===== config.mk =====
export PLATFORM = sky130hd
export DESIGN_NAME = atr_trailing_stop_signal
export DESIGN_NICKNAME = d
export VERILOG_FILES = /design/src/sv/atr_pkg.sv /design/src/sv/atr_trailing_stop_signal.sv /design/src/sv/atr_regs.sv /design/src/sv/atr_ctrl.sv /design/src/sv/atr_dp.sv
export VERILOG_INCLUDE_DIRS = /design/src /design/src/sv
export SDC_FILE = /design/constraint.sdc
export NUM_CORES = 2
export LEC_CHECK = 0
export BUFFER_PORTS_ARGS = -buffer_cell sky130_fd_sc_hd__buf_2
export CAP_MARGIN = 20
export CORE_MARGIN = 2
export CORE_UTILIZATION = 40
export DETAILED_ROUTE_END_ITERATION = 6
export PLACE_DENSITY_LB_ADDON = 0.05
export SLEW_MARGIN = 10
export SYNTH_ARGS = -nofsm -noshare
export SYNTH_HDL_FRONTEND = slang
export SYNTH_HIERARCHICAL = 1
export SYNTH_SLANG_ARGS = --single-unit

===== constraint.sdc =====
create_clock -name clk -period 15.2 [get_ports clk]
set_input_delay 2.28 -clock clk [delete_from_list [all_inputs] [get_ports clk]]
set_output_delay 2.28 -clock clk [all_outputs]
set_load 0.02 [all_outputs]

===== src/sv/atr_trailing_stop_signal_defines.svh =====
// Assertion macros for the trailing stop block.
`ifndef ATR_TRAILING_STOP_SIGNAL_DEFINES_SVH
`define ATR_TRAILING_STOP_SIGNAL_DEFINES_SVH
`ifndef SYNTHESIS
`define ATR_ASSERT(label, clk, rst_n, prop) \
	label: assert property (@(posedge clk) disable iff (!rst_n) prop) \
		else $error("atr check failed");
`define ATR_ASSERT_RST(label, clk, prop) \
	label: assert property (@(posedge clk) prop) \
		else $error("atr reset check failed");
`else
`define ATR_ASSERT(label, clk, rst_n, prop)
`define ATR_ASSERT_RST(label, clk, prop)
`endif
`endif


===== src/sv/atr_pkg.sv =====
package atr_pkg;

	localparam int PRICE_BITS_DEF    = 24;
	localparam int FRACTION_BITS_DEF = 8;

	localparam int STOP_W   = 38;
	localparam int ATR_W    = 32;
	localparam int MULT_W   = 4;
	localparam int PERIOD_W = 8;
	localparam int NLOSS_W  = ATR_W + MULT_W;
	localparam int DATA_W   = 32;
	localparam int ADDR_W   = 4;
	localparam int IDX_W    = 2;

	localparam logic [IDX_W-1:0] REG_MULT   = 2'd0;
	localparam logic [IDX_W-1:0] REG_PERIOD = 2'd1;
	localparam logic [IDX_W-1:0] REG_AVG    = 2'd2;

	localparam logic [MULT_W-1:0]   MULT_RESET   = 4'd1;
	localparam logic [PERIOD_W-1:0] PERIOD_RESET = 8'd10;

	typedef struct packed {
		logic latch;
		logic prep;
		logic load;
		logic div_step;
		logic atr;
		logic nloss;
		logic stop;
	} atr_cmd_t;

	typedef struct packed {
		logic need_div;
		logic div_done;
	} atr_status_t;

endpackage


===== src/sv/atr_trailing_stop_signal.sv =====
// ATR trailing stop with crossover buy and sell signals.
// Input channel: in_valid / in_stall carries one price bar per word
// (open_price, high_price, low_price, close_price, unsigned ticks).
// Output channel: out_valid / out_stall carries one result word per bar:
// stop_level (signed, 8 fraction bits by default), range_average, stop_valid,
// buy_cross, sell_cross, price_above, price_below.
// Configuration through the APB port: multiplier at 0x0, period at 0x4,
// averaged candle mode at 0x8; write only while no bar is in flight.
// Warm-up bars (before the ATR is formed) pass through the prep and stop
// states only and give an all-zero word. Other bars go on from prep to a
// load step and a bit-serial divider by the period over DIV_W bits, where
// DIV_W = max(PRICE_BITS + 8 + FRACTION_BITS, 41), then to the ATR, loss
// and stop steps. One bar is processed at a time.
// The result sits in an output register; while out_stall is high it holds
// and the block waits before writing the next result.
// Reset clears the ATR state, the stop and the output valid, and restores
// multiplier 1, period 10 and close-price source.
module atr_trailing_stop_signal #(
	parameter int PRICE_BITS    = atr_pkg::PRICE_BITS_DEF,
	parameter int FRACTION_BITS = atr_pkg::FRACTION_BITS_DEF
) (
	input  logic                              clk,
	input  logic                              arst_n,
	input  logic                              psel,
	input  logic                              penable,
	input  logic                              pwrite,
	input  logic [atr_pkg::ADDR_W-1:0]        paddr,
	input  logic [atr_pkg::DATA_W-1:0]        pwdata,
	output logic [atr_pkg::DATA_W-1:0]        prdata,
	output logic                              pready,
	input  logic                              in_valid,
	output logic                              in_stall,
	input  logic [PRICE_BITS-1:0]             open_price,
	input  logic [PRICE_BITS-1:0]             high_price,
	input  logic [PRICE_BITS-1:0]             low_price,
	input  logic [PRICE_BITS-1:0]             close_price,
	output logic                              out_valid,
	input  logic                              out_stall,
	output logic signed [atr_pkg::STOP_W-1:0] stop_level,
	output logic [atr_pkg::ATR_W-1:0]         range_average,
	output logic                              stop_valid,
	output logic                              buy_cross,
	output logic                              sell_cross,
	output logic                              price_above,
	output logic                              price_below
);

	atr_pkg::atr_cmd_t              cmd;
	atr_pkg::atr_status_t           status;
	logic [atr_pkg::MULT_W-1:0]     atr_multiplier;
	logic [atr_pkg::PERIOD_W-1:0]   period_len;
	logic                           averaged_candle_mode;

	atr_regs u_regs (
		.clk                  (clk),
		.arst_n               (arst_n),
		.psel                 (psel),
		.penable              (penable),
		.pwrite               (pwrite),
		.paddr                (paddr),
		.pwdata               (pwdata),
		.prdata               (prdata),
		.pready               (pready),
		.atr_multiplier       (atr_multiplier),
		.period_len           (period_len),
		.averaged_candle_mode (averaged_candle_mode)
	);

	atr_ctrl u_ctrl (
		.clk       (clk),
		.arst_n    (arst_n),
		.in_valid  (in_valid),
		.in_stall  (in_stall),
		.out_valid (out_valid),
		.out_stall (out_stall),
		.status    (status),
		.cmd       (cmd)
	);

	atr_dp #(
		.PRICE_BITS    (PRICE_BITS),
		.FRACTION_BITS (FRACTION_BITS)
	) u_dp (
		.clk                  (clk),
		.arst_n               (arst_n),
		.cmd                  (cmd),
		.status               (status),
		.atr_multiplier       (atr_multiplier),
		.period_len           (period_len),
		.averaged_candle_mode (averaged_candle_mode),
		.open_price           (open_price),
		.high_price           (high_price),
		.low_price            (low_price),
		.close_price          (close_price),
		.stop_level           (stop_level),
		.range_average        (range_average),
		.stop_valid           (stop_valid),
		.buy_cross            (buy_cross),
		.sell_cross           (sell_cross),
		.price_above          (price_above),
		.price_below          (price_below)
	);

endmodule


===== src/sv/atr_regs.sv =====
module atr_regs (
	input  logic                            clk,
	input  logic                            arst_n,
	input  logic                            psel,
	input  logic                            penable,
	input  logic                            pwrite,
	input  logic [atr_pkg::ADDR_W-1:0]      paddr,
	input  logic [atr_pkg::DATA_W-1:0]      pwdata,
	output logic [atr_pkg::DATA_W-1:0]      prdata,
	output logic                            pready,
	output logic [atr_pkg::MULT_W-1:0]      atr_multiplier,
	output logic [atr_pkg::PERIOD_W-1:0]    period_len,
	output logic                            averaged_candle_mode
);

	logic [atr_pkg::MULT_W-1:0]   mult_q;
	logic [atr_pkg::PERIOD_W-1:0] period_q;
	logic                         avg_q;
	logic [atr_pkg::IDX_W-1:0]    idx;
	logic                         wr;

	assign idx    = paddr[atr_pkg::ADDR_W-1:2];
	assign wr     = psel && penable && pwrite;
	assign pready = 1'b1;

	always_ff @(posedge clk or negedge arst_n) begin
		if (!arst_n) begin
			mult_q   <= atr_pkg::MULT_RESET;
			period_q <= atr_pkg::PERIOD_RESET;
			avg_q    <= 1'b0;
		end else if (wr) begin
			case (idx)
				atr_pkg::REG_MULT:   mult_q   <= pwdata[atr_pkg::MULT_W-1:0];
				atr_pkg::REG_PERIOD: period_q <= pwdata[atr_pkg::PERIOD_W-1:0];
				atr_pkg::REG_AVG:    avg_q    <= pwdata[0];
				default: ;
			endcase
		end
	end

	always_comb begin
		case (idx)
			atr_pkg::REG_MULT:   prdata = atr_pkg::DATA_W'(mult_q);
			atr_pkg::REG_PERIOD: prdata = atr_pkg::DATA_W'(period_q);
			atr_pkg::REG_AVG:    prdata = atr_pkg::DATA_W'(avg_q);
			default:             prdata = '0;
		endcase
	end

	assign atr_multiplier       = mult_q;
	assign period_len           = period_q;
	assign averaged_candle_mode = avg_q;

endmodule


===== src/sv/atr_ctrl.sv =====
`include "atr_trailing_stop_signal_defines.svh"

module atr_ctrl (
	input  logic                 clk,
	input  logic                 arst_n,
	input  logic                 in_valid,
	output logic                 in_stall,
	output logic                 out_valid,
	input  logic                 out_stall,
	input  atr_pkg::atr_status_t status,
	output atr_pkg::atr_cmd_t    cmd
);

	localparam logic [2:0] S_IDLE  = 3'd0;
	localparam logic [2:0] S_PREP  = 3'd1;
	localparam logic [2:0] S_LOAD  = 3'd2;
	localparam logic [2:0] S_DIV   = 3'd3;
	localparam logic [2:0] S_ATR   = 3'd4;
	localparam logic [2:0] S_NLOSS = 3'd5;
	localparam logic [2:0] S_STOP  = 3'd6;

	logic [2:0] state_q;
	logic [2:0] state_d;
	logic       out_valid_q;
	logic       out_free;

	assign out_free  = !out_valid_q || !out_stall;
	assign in_stall  = (state_q != S_IDLE);
	assign out_valid = out_valid_q;

	always_comb begin
		cmd          = '0;
		state_d      = state_q;
		cmd.latch    = (state_q == S_IDLE) && in_valid;
		cmd.prep     = (state_q == S_PREP);
		cmd.load     = (state_q == S_LOAD);
		cmd.div_step = (state_q == S_DIV);
		cmd.atr      = (state_q == S_ATR);
		cmd.nloss    = (state_q == S_NLOSS);
		cmd.stop     = (state_q == S_STOP) && out_free;
		case (state_q)
			S_IDLE:  if (in_valid) state_d = S_PREP;
			S_PREP:  state_d = status.need_div ? S_LOAD : S_STOP;
			S_LOAD:  state_d = S_DIV;
			S_DIV:   if (status.div_done) state_d = S_ATR;
			S_ATR:   state_d = S_NLOSS;
			S_NLOSS: state_d = S_STOP;
			S_STOP:  if (out_free) state_d = S_IDLE;
			default: state_d = S_IDLE;
		endcase
	end

	always_ff @(posedge clk or negedge arst_n) begin
		if (!arst_n) begin
			state_q     <= S_IDLE;
			out_valid_q <= 1'b0;
		end else begin
			state_q <= state_d;
			if (cmd.stop) begin
				out_valid_q <= 1'b1;
			end else if (!out_stall) begin
				out_valid_q <= 1'b0;
			end
		end
	end

	`ATR_ASSERT(a_accept_prep, clk, arst_n, (in_valid && !in_stall) |=> (state_q == S_PREP))
	`ATR_ASSERT(a_word_from_stop, clk, arst_n, $rose(out_valid_q) |-> $past(state_q == S_STOP))
	`ATR_ASSERT(a_div_exit, clk, arst_n, (state_q == S_DIV && status.div_done) |=> (state_q == S_ATR))
	`ATR_ASSERT_RST(a_reset_idle, clk, (!arst_n) |-> (state_q == S_IDLE && !out_valid_q))

endmodule


===== src/sv/atr_dp.sv =====
module atr_dp #(
	parameter int PRICE_BITS    = atr_pkg::PRICE_BITS_DEF,
	parameter int FRACTION_BITS = atr_pkg::FRACTION_BITS_DEF
) (
	input  logic                              clk,
	input  logic                              arst_n,
	input  atr_pkg::atr_cmd_t                 cmd,
	output atr_pkg::atr_status_t              status,
	input  logic [atr_pkg::MULT_W-1:0]        atr_multiplier,
	input  logic [atr_pkg::PERIOD_W-1:0]      period_len,
	input  logic                              averaged_candle_mode,
	input  logic [PRICE_BITS-1:0]             open_price,
	input  logic [PRICE_BITS-1:0]             high_price,
	input  logic [PRICE_BITS-1:0]             low_price,
	input  logic [PRICE_BITS-1:0]             close_price,
	output logic signed [atr_pkg::STOP_W-1:0] stop_level,
	output logic [atr_pkg::ATR_W-1:0]         range_average,
	output logic                              stop_valid,
	output logic                              buy_cross,
	output logic                              sell_cross,
	output logic                              price_above,
	output logic                              price_below
);

	localparam int PW      = atr_pkg::PERIOD_W;
	localparam int SRC_W   = PRICE_BITS + FRACTION_BITS;
	localparam int SUM_W   = PRICE_BITS + PW;
	localparam int PROD_W  = atr_pkg::ATR_W + PW;
	localparam int DIVA_W  = SUM_W + FRACTION_BITS;
	localparam int DIVB_W  = ((PROD_W > SRC_W) ? PROD_W : SRC_W) + 1;
	localparam int DIV_W   = (DIVA_W > DIVB_W) ? DIVA_W : DIVB_W;
	localparam int CNT_W   = $clog2(DIV_W);
	localparam int NL_W    = atr_pkg::NLOSS_W;
	localparam int CALC_W  = ((SRC_W > NL_W) ? SRC_W : NL_W) + 2;
	localparam int STOP_W  = atr_pkg::STOP_W;
	localparam int ATR_W   = atr_pkg::ATR_W;
	localparam logic signed [CALC_W-1:0] SMAX =
		$signed({{(CALC_W-STOP_W+1){1'b0}}, {(STOP_W-1){1'b1}}});
	localparam logic signed [CALC_W-1:0] SMIN =
		$signed({{(CALC_W-STOP_W+1){1'b1}}, {(STOP_W-1){1'b0}}});

	logic [PRICE_BITS-1:0]    open_q, high_q, low_q, close_q;
	logic [PRICE_BITS-1:0]    prev_close_q;
	logic [PW-1:0]            bars_q;
	logic [SUM_W-1:0]         sum_q;
	logic [ATR_W-1:0]         atr_q;
	logic signed [STOP_W-1:0] stop_q;
	logic [SRC_W-1:0]         psrc_q;
	logic                     ready_q;
	logic                     init_q;

	logic [SRC_W-1:0]         src_s1;
	logic [PRICE_BITS-1:0]    tr_q;
	logic [PROD_W-1:0]        prod_q;
	logic [DIV_W-1:0]         dvd_q;
	logic [PW-1:0]            rem_q;
	logic [CNT_W-1:0]         cnt_q;
	logic [NL_W-1:0]          nloss_q;

	logic signed [STOP_W-1:0] out_stop_q;
	logic [ATR_W-1:0]         out_atr_q;
	logic                     out_valid_flag_q, out_buy_q, out_sell_q, out_above_q, out_below_q;

	logic [PW-1:0]            period_eff;
	logic [PW-1:0]            bars_inc;
	logic                     first_bar;
	logic                     init_now;
	logic [PRICE_BITS-1:0]    d_hl, d_hp, d_lp, tr_c;
	logic [PRICE_BITS+1:0]    sum4;
	logic [SRC_W-1:0]         src_c;
	logic [PW:0]              trial;
	logic                     ge;

	logic signed [CALC_W-1:0] src_w, nl_w, prev_w, psrc_w, up_w, dn_w, raw_w, stop_w;
	logic                     active;

	assign period_eff = (period_len == '0) ? PW'(1) : period_len;
	assign bars_inc   = (bars_q == '1) ? bars_q : bars_q + 1'b1;
	assign first_bar  = !ready_q && (bars_q == '0);
	assign init_now   = !ready_q && (bars_inc >= period_eff);

	always_comb begin
		d_hl = (high_q > low_q) ? high_q - low_q : low_q - high_q;
		d_hp = (high_q > prev_close_q) ? high_q - prev_close_q : prev_close_q - high_q;
		d_lp = (low_q > prev_close_q) ? low_q - prev_close_q : prev_close_q - low_q;
		tr_c = d_hl;
		if (!first_bar) begin
			if (d_hp > tr_c) tr_c = d_hp;
			if (d_lp > tr_c) tr_c = d_lp;
		end
		sum4 = (PRICE_BITS+2)'(open_q) + (PRICE_BITS+2)'(high_q)
			+ (PRICE_BITS+2)'(low_q) + (PRICE_BITS+2)'(close_q);
		if (averaged_candle_mode) begin
			src_c = SRC_W'(sum4) << (FRACTION_BITS - 2);
		end else begin
			src_c = SRC_W'(close_q) << FRACTION_BITS;
		end
	end

	assign trial = {rem_q, dvd_q[DIV_W-1]};
	assign ge    = (trial >= {1'b0, period_eff});

	assign status.need_div = ready_q || init_now;
	assign status.div_done = (cnt_q == '0);

	assign active = ready_q || init_q;

	always_comb begin
		src_w  = $signed(CALC_W'(src_s1));
		nl_w   = $signed(CALC_W'(nloss_q));
		prev_w = CALC_W'(stop_q);
		psrc_w = $signed(CALC_W'(psrc_q));
		up_w   = src_w - nl_w;
		dn_w   = src_w + nl_w;
		if (!ready_q) begin
			raw_w = up_w;
		end else if (src_w > prev_w && psrc_w > prev_w) begin
			raw_w = (up_w > prev_w) ? up_w : prev_w;
		end else if (src_w < prev_w && psrc_w < prev_w) begin
			raw_w = (dn_w < prev_w) ? dn_w : prev_w;
		end else if (src_w > prev_w) begin
			raw_w = up_w;
		end else begin
			raw_w = dn_w;
		end
		if (raw_w > SMAX) begin
			stop_w = SMAX;
		end else if (raw_w < SMIN) begin
			stop_w = SMIN;
		end else begin
			stop_w = raw_w;
		end
	end

	always_ff @(posedge clk or negedge arst_n) begin
		if (!arst_n) begin
			prev_close_q <= '0;
			bars_q       <= '0;
			sum_q        <= '0;
			atr_q        <= '0;
			stop_q       <= '0;
			psrc_q       <= '0;
			ready_q      <= 1'b0;
			init_q       <= 1'b0;
		end else begin
			if (cmd.prep) begin
				prev_close_q <= close_q;
				init_q       <= init_now;
				if (!ready_q) begin
					sum_q  <= sum_q + SUM_W'(tr_c);
					bars_q <= init_now ? period_eff : bars_inc;
				end
			end
			if (cmd.atr) begin
				atr_q <= (|dvd_q[DIV_W-1:ATR_W]) ? '1 : dvd_q[ATR_W-1:0];
			end
			if (cmd.stop) begin
				psrc_q <= src_s1;
				if (active) begin
					stop_q  <= stop_w[STOP_W-1:0];
					ready_q <= 1'b1;
				end
			end
		end
	end

	always_ff @(posedge clk) begin
		if (cmd.latch) begin
			open_q  <= open_price;
			high_q  <= high_price;
			low_q   <= low_price;
			close_q <= close_price;
		end
		if (cmd.prep) begin
			src_s1 <= src_c;
			tr_q   <= tr_c;
			prod_q <= PROD_W'(atr_q) * PROD_W'(period_eff - 1'b1);
		end
		if (cmd.load) begin
			if (ready_q) begin
				dvd_q <= DIV_W'(prod_q) + (DIV_W'(tr_q) << FRACTION_BITS);
			end else begin
				dvd_q <= DIV_W'(sum_q) << FRACTION_BITS;
			end
			rem_q <= '0;
			cnt_q <= CNT_W'(DIV_W - 1);
		end
		if (cmd.div_step) begin
			rem_q <= ge ? PW'(trial - {1'b0, period_eff}) : trial[PW-1:0];
			dvd_q <= {dvd_q[DIV_W-2:0], ge};
			cnt_q <= cnt_q - 1'b1;
		end
		if (cmd.nloss) begin
			nloss_q <= NL_W'(atr_q) * NL_W'(atr_multiplier);
		end
		if (cmd.stop) begin
			if (active) begin
				out_stop_q       <= stop_w[STOP_W-1:0];
				out_atr_q        <= atr_q;
				out_valid_flag_q <= 1'b1;
				out_buy_q        <= ready_q && (src_w > stop_w) && (psrc_w <= prev_w);
				out_sell_q       <= ready_q && (src_w < stop_w) && (psrc_w >= prev_w);
				out_above_q      <= (src_w > stop_w);
				out_below_q      <= (src_w < stop_w);
			end else begin
				out_stop_q       <= '0;
				out_atr_q        <= '0;
				out_valid_flag_q <= 1'b0;
				out_buy_q        <= 1'b0;
				out_sell_q       <= 1'b0;
				out_above_q      <= 1'b0;
				out_below_q      <= 1'b0;
			end
		end
	end

	assign stop_level    = out_stop_q;
	assign range_average = out_atr_q;
	assign stop_valid    = out_valid_flag_q;
	assign buy_cross     = out_buy_q;
	assign sell_cross    = out_sell_q;
	assign price_above   = out_above_q;
	assign price_below   = out_below_q;

endmodule


==> impl_metrics.ini <==
[timing]
hold_violations = 0
period_share = 0.869
min_period_ns = 13.21
rsz0062_at_grt = false
holdWs_ns = 0.465
relSlewSlack = 0.223
setup_violations = 0
clock_skew_ns = 0.0412
max_freq_ghz = 0.0757
worst_slew_pin_slew_ns = 1.16
drv_slew = 0
tns_ns = 0

[route]
postRouteAntennaNets = 0
drc_errors = 0
drt-total-wl_um = 167000
first_pass_iters = 6
via_count = 41800
avgViaCountPerCell = 5.51
wl_per_cell_um = 22.0
drt_iter0_markers = 2764

[outcome]
status = finished clean

[synthesis]
synth_edf_count = 352
ys_types = 108
syn_inst = 5673
yosys.cell_count.top_type = ha_1
ys.flop_type = edfxtp_1
synth_area_leader_cell = edfxtp_1
yosys_warnings = 6
synth_area_sq_um = 53300
synth_top_area_share = 0.198
synth_seq_area_share = 0.282
syn_area_per_cell_sq_um = 9.40
synth_commonest_cells = ha_1 (621), nand2_1 (537), inv_1 (510)
async_reset_ff_frac = 0.337
yosys-top-cells-area = edfxtp_1 (20%), ha_1 (15%), fa_1 (12%)
ys_ff_latch = 531

[floorplanning]
die_area_sq_um = 136000
rows = 133
die_height_um = 369
floorplan.initialDensity = 0.404
die_w_um = 369
core_area_sq_um = 132000
ios = 249

[cts]
postCtsSetupBuffers = 0
cts_tree = yes
clkTransAtPathRegs_ns = 0.06
htree_levels = 3
clock-sinks = 531
insertion_delay_ns = 0.68
ctsHoldBuffers = 0
cts_root_buffer = clkbuf_16
cts_buffers = 69
max-clock-path-buffers = 3
cts_resized = 0

[critical_path]
cp_num_buf_inv = 6
crit_path_end_kind = flop
crit_path_start_kind = flop
ff2ff_setup_slack_ns = 1.99
max_stage_delay_ns = 0.73
path_class = flop to flop
critPathMostFrequentCell = a21oi_1
critPathRequiredTime_ns = 15.74
slowest_stage = o21ai_2
arrival_ns = 13.75
cp_max_fo = 20
cp_top_family = compound AO/OA/AOI/OAI gates

[placement]
place_area_sq_um = 56100
numPortBuffers = 197
gp_congestion = 0.916
dpl.hpwl_um = 130000

[pwr]
ir_worst_vdd_mv = 0.211
leakage_nw = 27.3
pwr_density_cell_nw_per_um2 = 147

[grt]
grtUsageMet3 = 0.0260
grt.met2_usage = 0.408
grt-ovfl-total = 0
antenna_found_initial = 4
grt_use_total = 0.246
grt_use_met1 = 0.344
grt-busiest-layer = met2
grt_max_degree = 126
grt_pass1_wl_um = 259000
first_global_vias = 41800

[cells_and_area]
nFillCells = 13000
final_area_sq_um = 58500
finalNetCount = 6858
drive_gt1_frac = 0.0970
area_growth_pct = 9.64

[run]
max-cap-violations = 0

[hold_path]
hold_path.class = flop to flop
-- sequential cells by signal (all words and copies together), names as in the netlist, 8 cells and up --
register,count
u_dp/range_average,32
u_dp/atr_q,32
u_dp/low_q,24
u_dp/rem_q,8
u_dp/stop_level,38
u_dp/dvd_q,41
u_dp/psrc_q,26
u_dp/tr_q,24
u_dp/high_q,24
u_dp/close_q,24
u_dp/sum_q,32
u_dp/src_s1,26
u_dp/open_q,24
u_dp/nloss_q,36
u_dp/prev_w,38
u_dp/bars_q,8
u_dp/prod_q,40
u_regs/period_len,8
u_dp/prev_close_q,24
-- metal layers --
metal,up-vias,wire [um]
met5,-,0
met4,0,4040
met3,170,6720
met2,819,78700
met1,20800,77400
li1,20000,-
-- through the flow --
step	total power, mW	setup slack, ns	instances	utilization
after floorplan	5.49	4.34	5696	-
final	8.61	1.99	7583	0.443
after global placement	6.88	2.10	7451	0.425
after detailed placement	6.92	2.12	7451	0.425
after CTS	8.67	2.02	7579	0.443
after global routing	9.31	0.949	7581	0.443
-- power by group --
| part | total, mW | leakage (nW) | switching, mW | internal (mW) |
|---|---|---|---|---|
| Clock | 1.69 | 1.10 | 0.697 | 0.997 |
| Sequential | 2.08 | 5.88 | 0.183 | 1.90 |
| Combinational | 4.84 | 20.3 | 2.99 | 1.85 |
| Total | 8.61 | 27.3 | 3.87 | 4.74 |
-- logic make-up (layout without fill, tap and decap cells) --
logic type / count (synthesis) / after routing / share of synthesized area
AOI/OAI and AO/OA: 1382 / 1382 / 0.167
adders and majority gates: 950 / 950 / 0.269
and+or+nand+nor: 1597 / 1597 / 0.148
xor gates and xnor gates: 274 / 274 / 0.0450
muxes: 156 / 156 / 0.0310
DFF: 531 / 531 / 0.282
buffers and inverters: 781 / 911 / 0.0576
other: 2 / 27 / 0.000141
-- area by class of cell --
cell class	count	area [sq um]	area share
multi-input cells	4384	35400	0.605
flip-flops and latches	531	15100	0.258
repair buffers	270	1570	0.0269
well taps	1755	2200	0.0376
clock inverters	37	394	0.00674
clock buffers	91	1910	0.0327
diodes	2	5.00	0.0000856
inverters	513	1930	0.0330
-- placed cells by master, fill, tap and decap left out, types with 47 or more instances in the layout --
cell,Yosys,routed
ha_1,621,621
nand2_1,537,535
inv_1,510,508
a21oi_1,382,378
edfxtp_1,352,352
o21ai_0,334,334
fa_1,329,329
nor2_1,284,281
buf_2,17,196
xnor2_1,189,185
nor2b_1,179,179
dfrtp_1,176,175
a21o_1,162,162
nand2b_1,103,103
nand3_1,96,96
and2_1,87,87
xor2_1,85,84
mux2i_1,82,82
nor3_1,79,78
clkbuf_16,0,72
mux2_2,72,72
buf_4,27,70
nand4_1,70,70
o21bai_1,51,51
o21a_1,47,47
-- worst paths after layout --
kind	endpoint	cells past startpoint	startpoint
setup / recovery	u_dp/sum_q[24]	50	u_dp/high_q[10]
hold / removal	u_dp/atr_q[13]	1	u_dp/dvd_q[13]
setup reg to reg	u_dp/sum_q[24]	50	u_dp/high_q[10]
hold reg to reg	u_dp/atr_q[13]	1	u_dp/dvd_q[13]
max in group asynchronous	u_regs/period_len[5]	2	arst_n
min in group asynchronous	u_dp/prev_close_q[16]	1	arst_n
(Power assumes the default switching activity.)
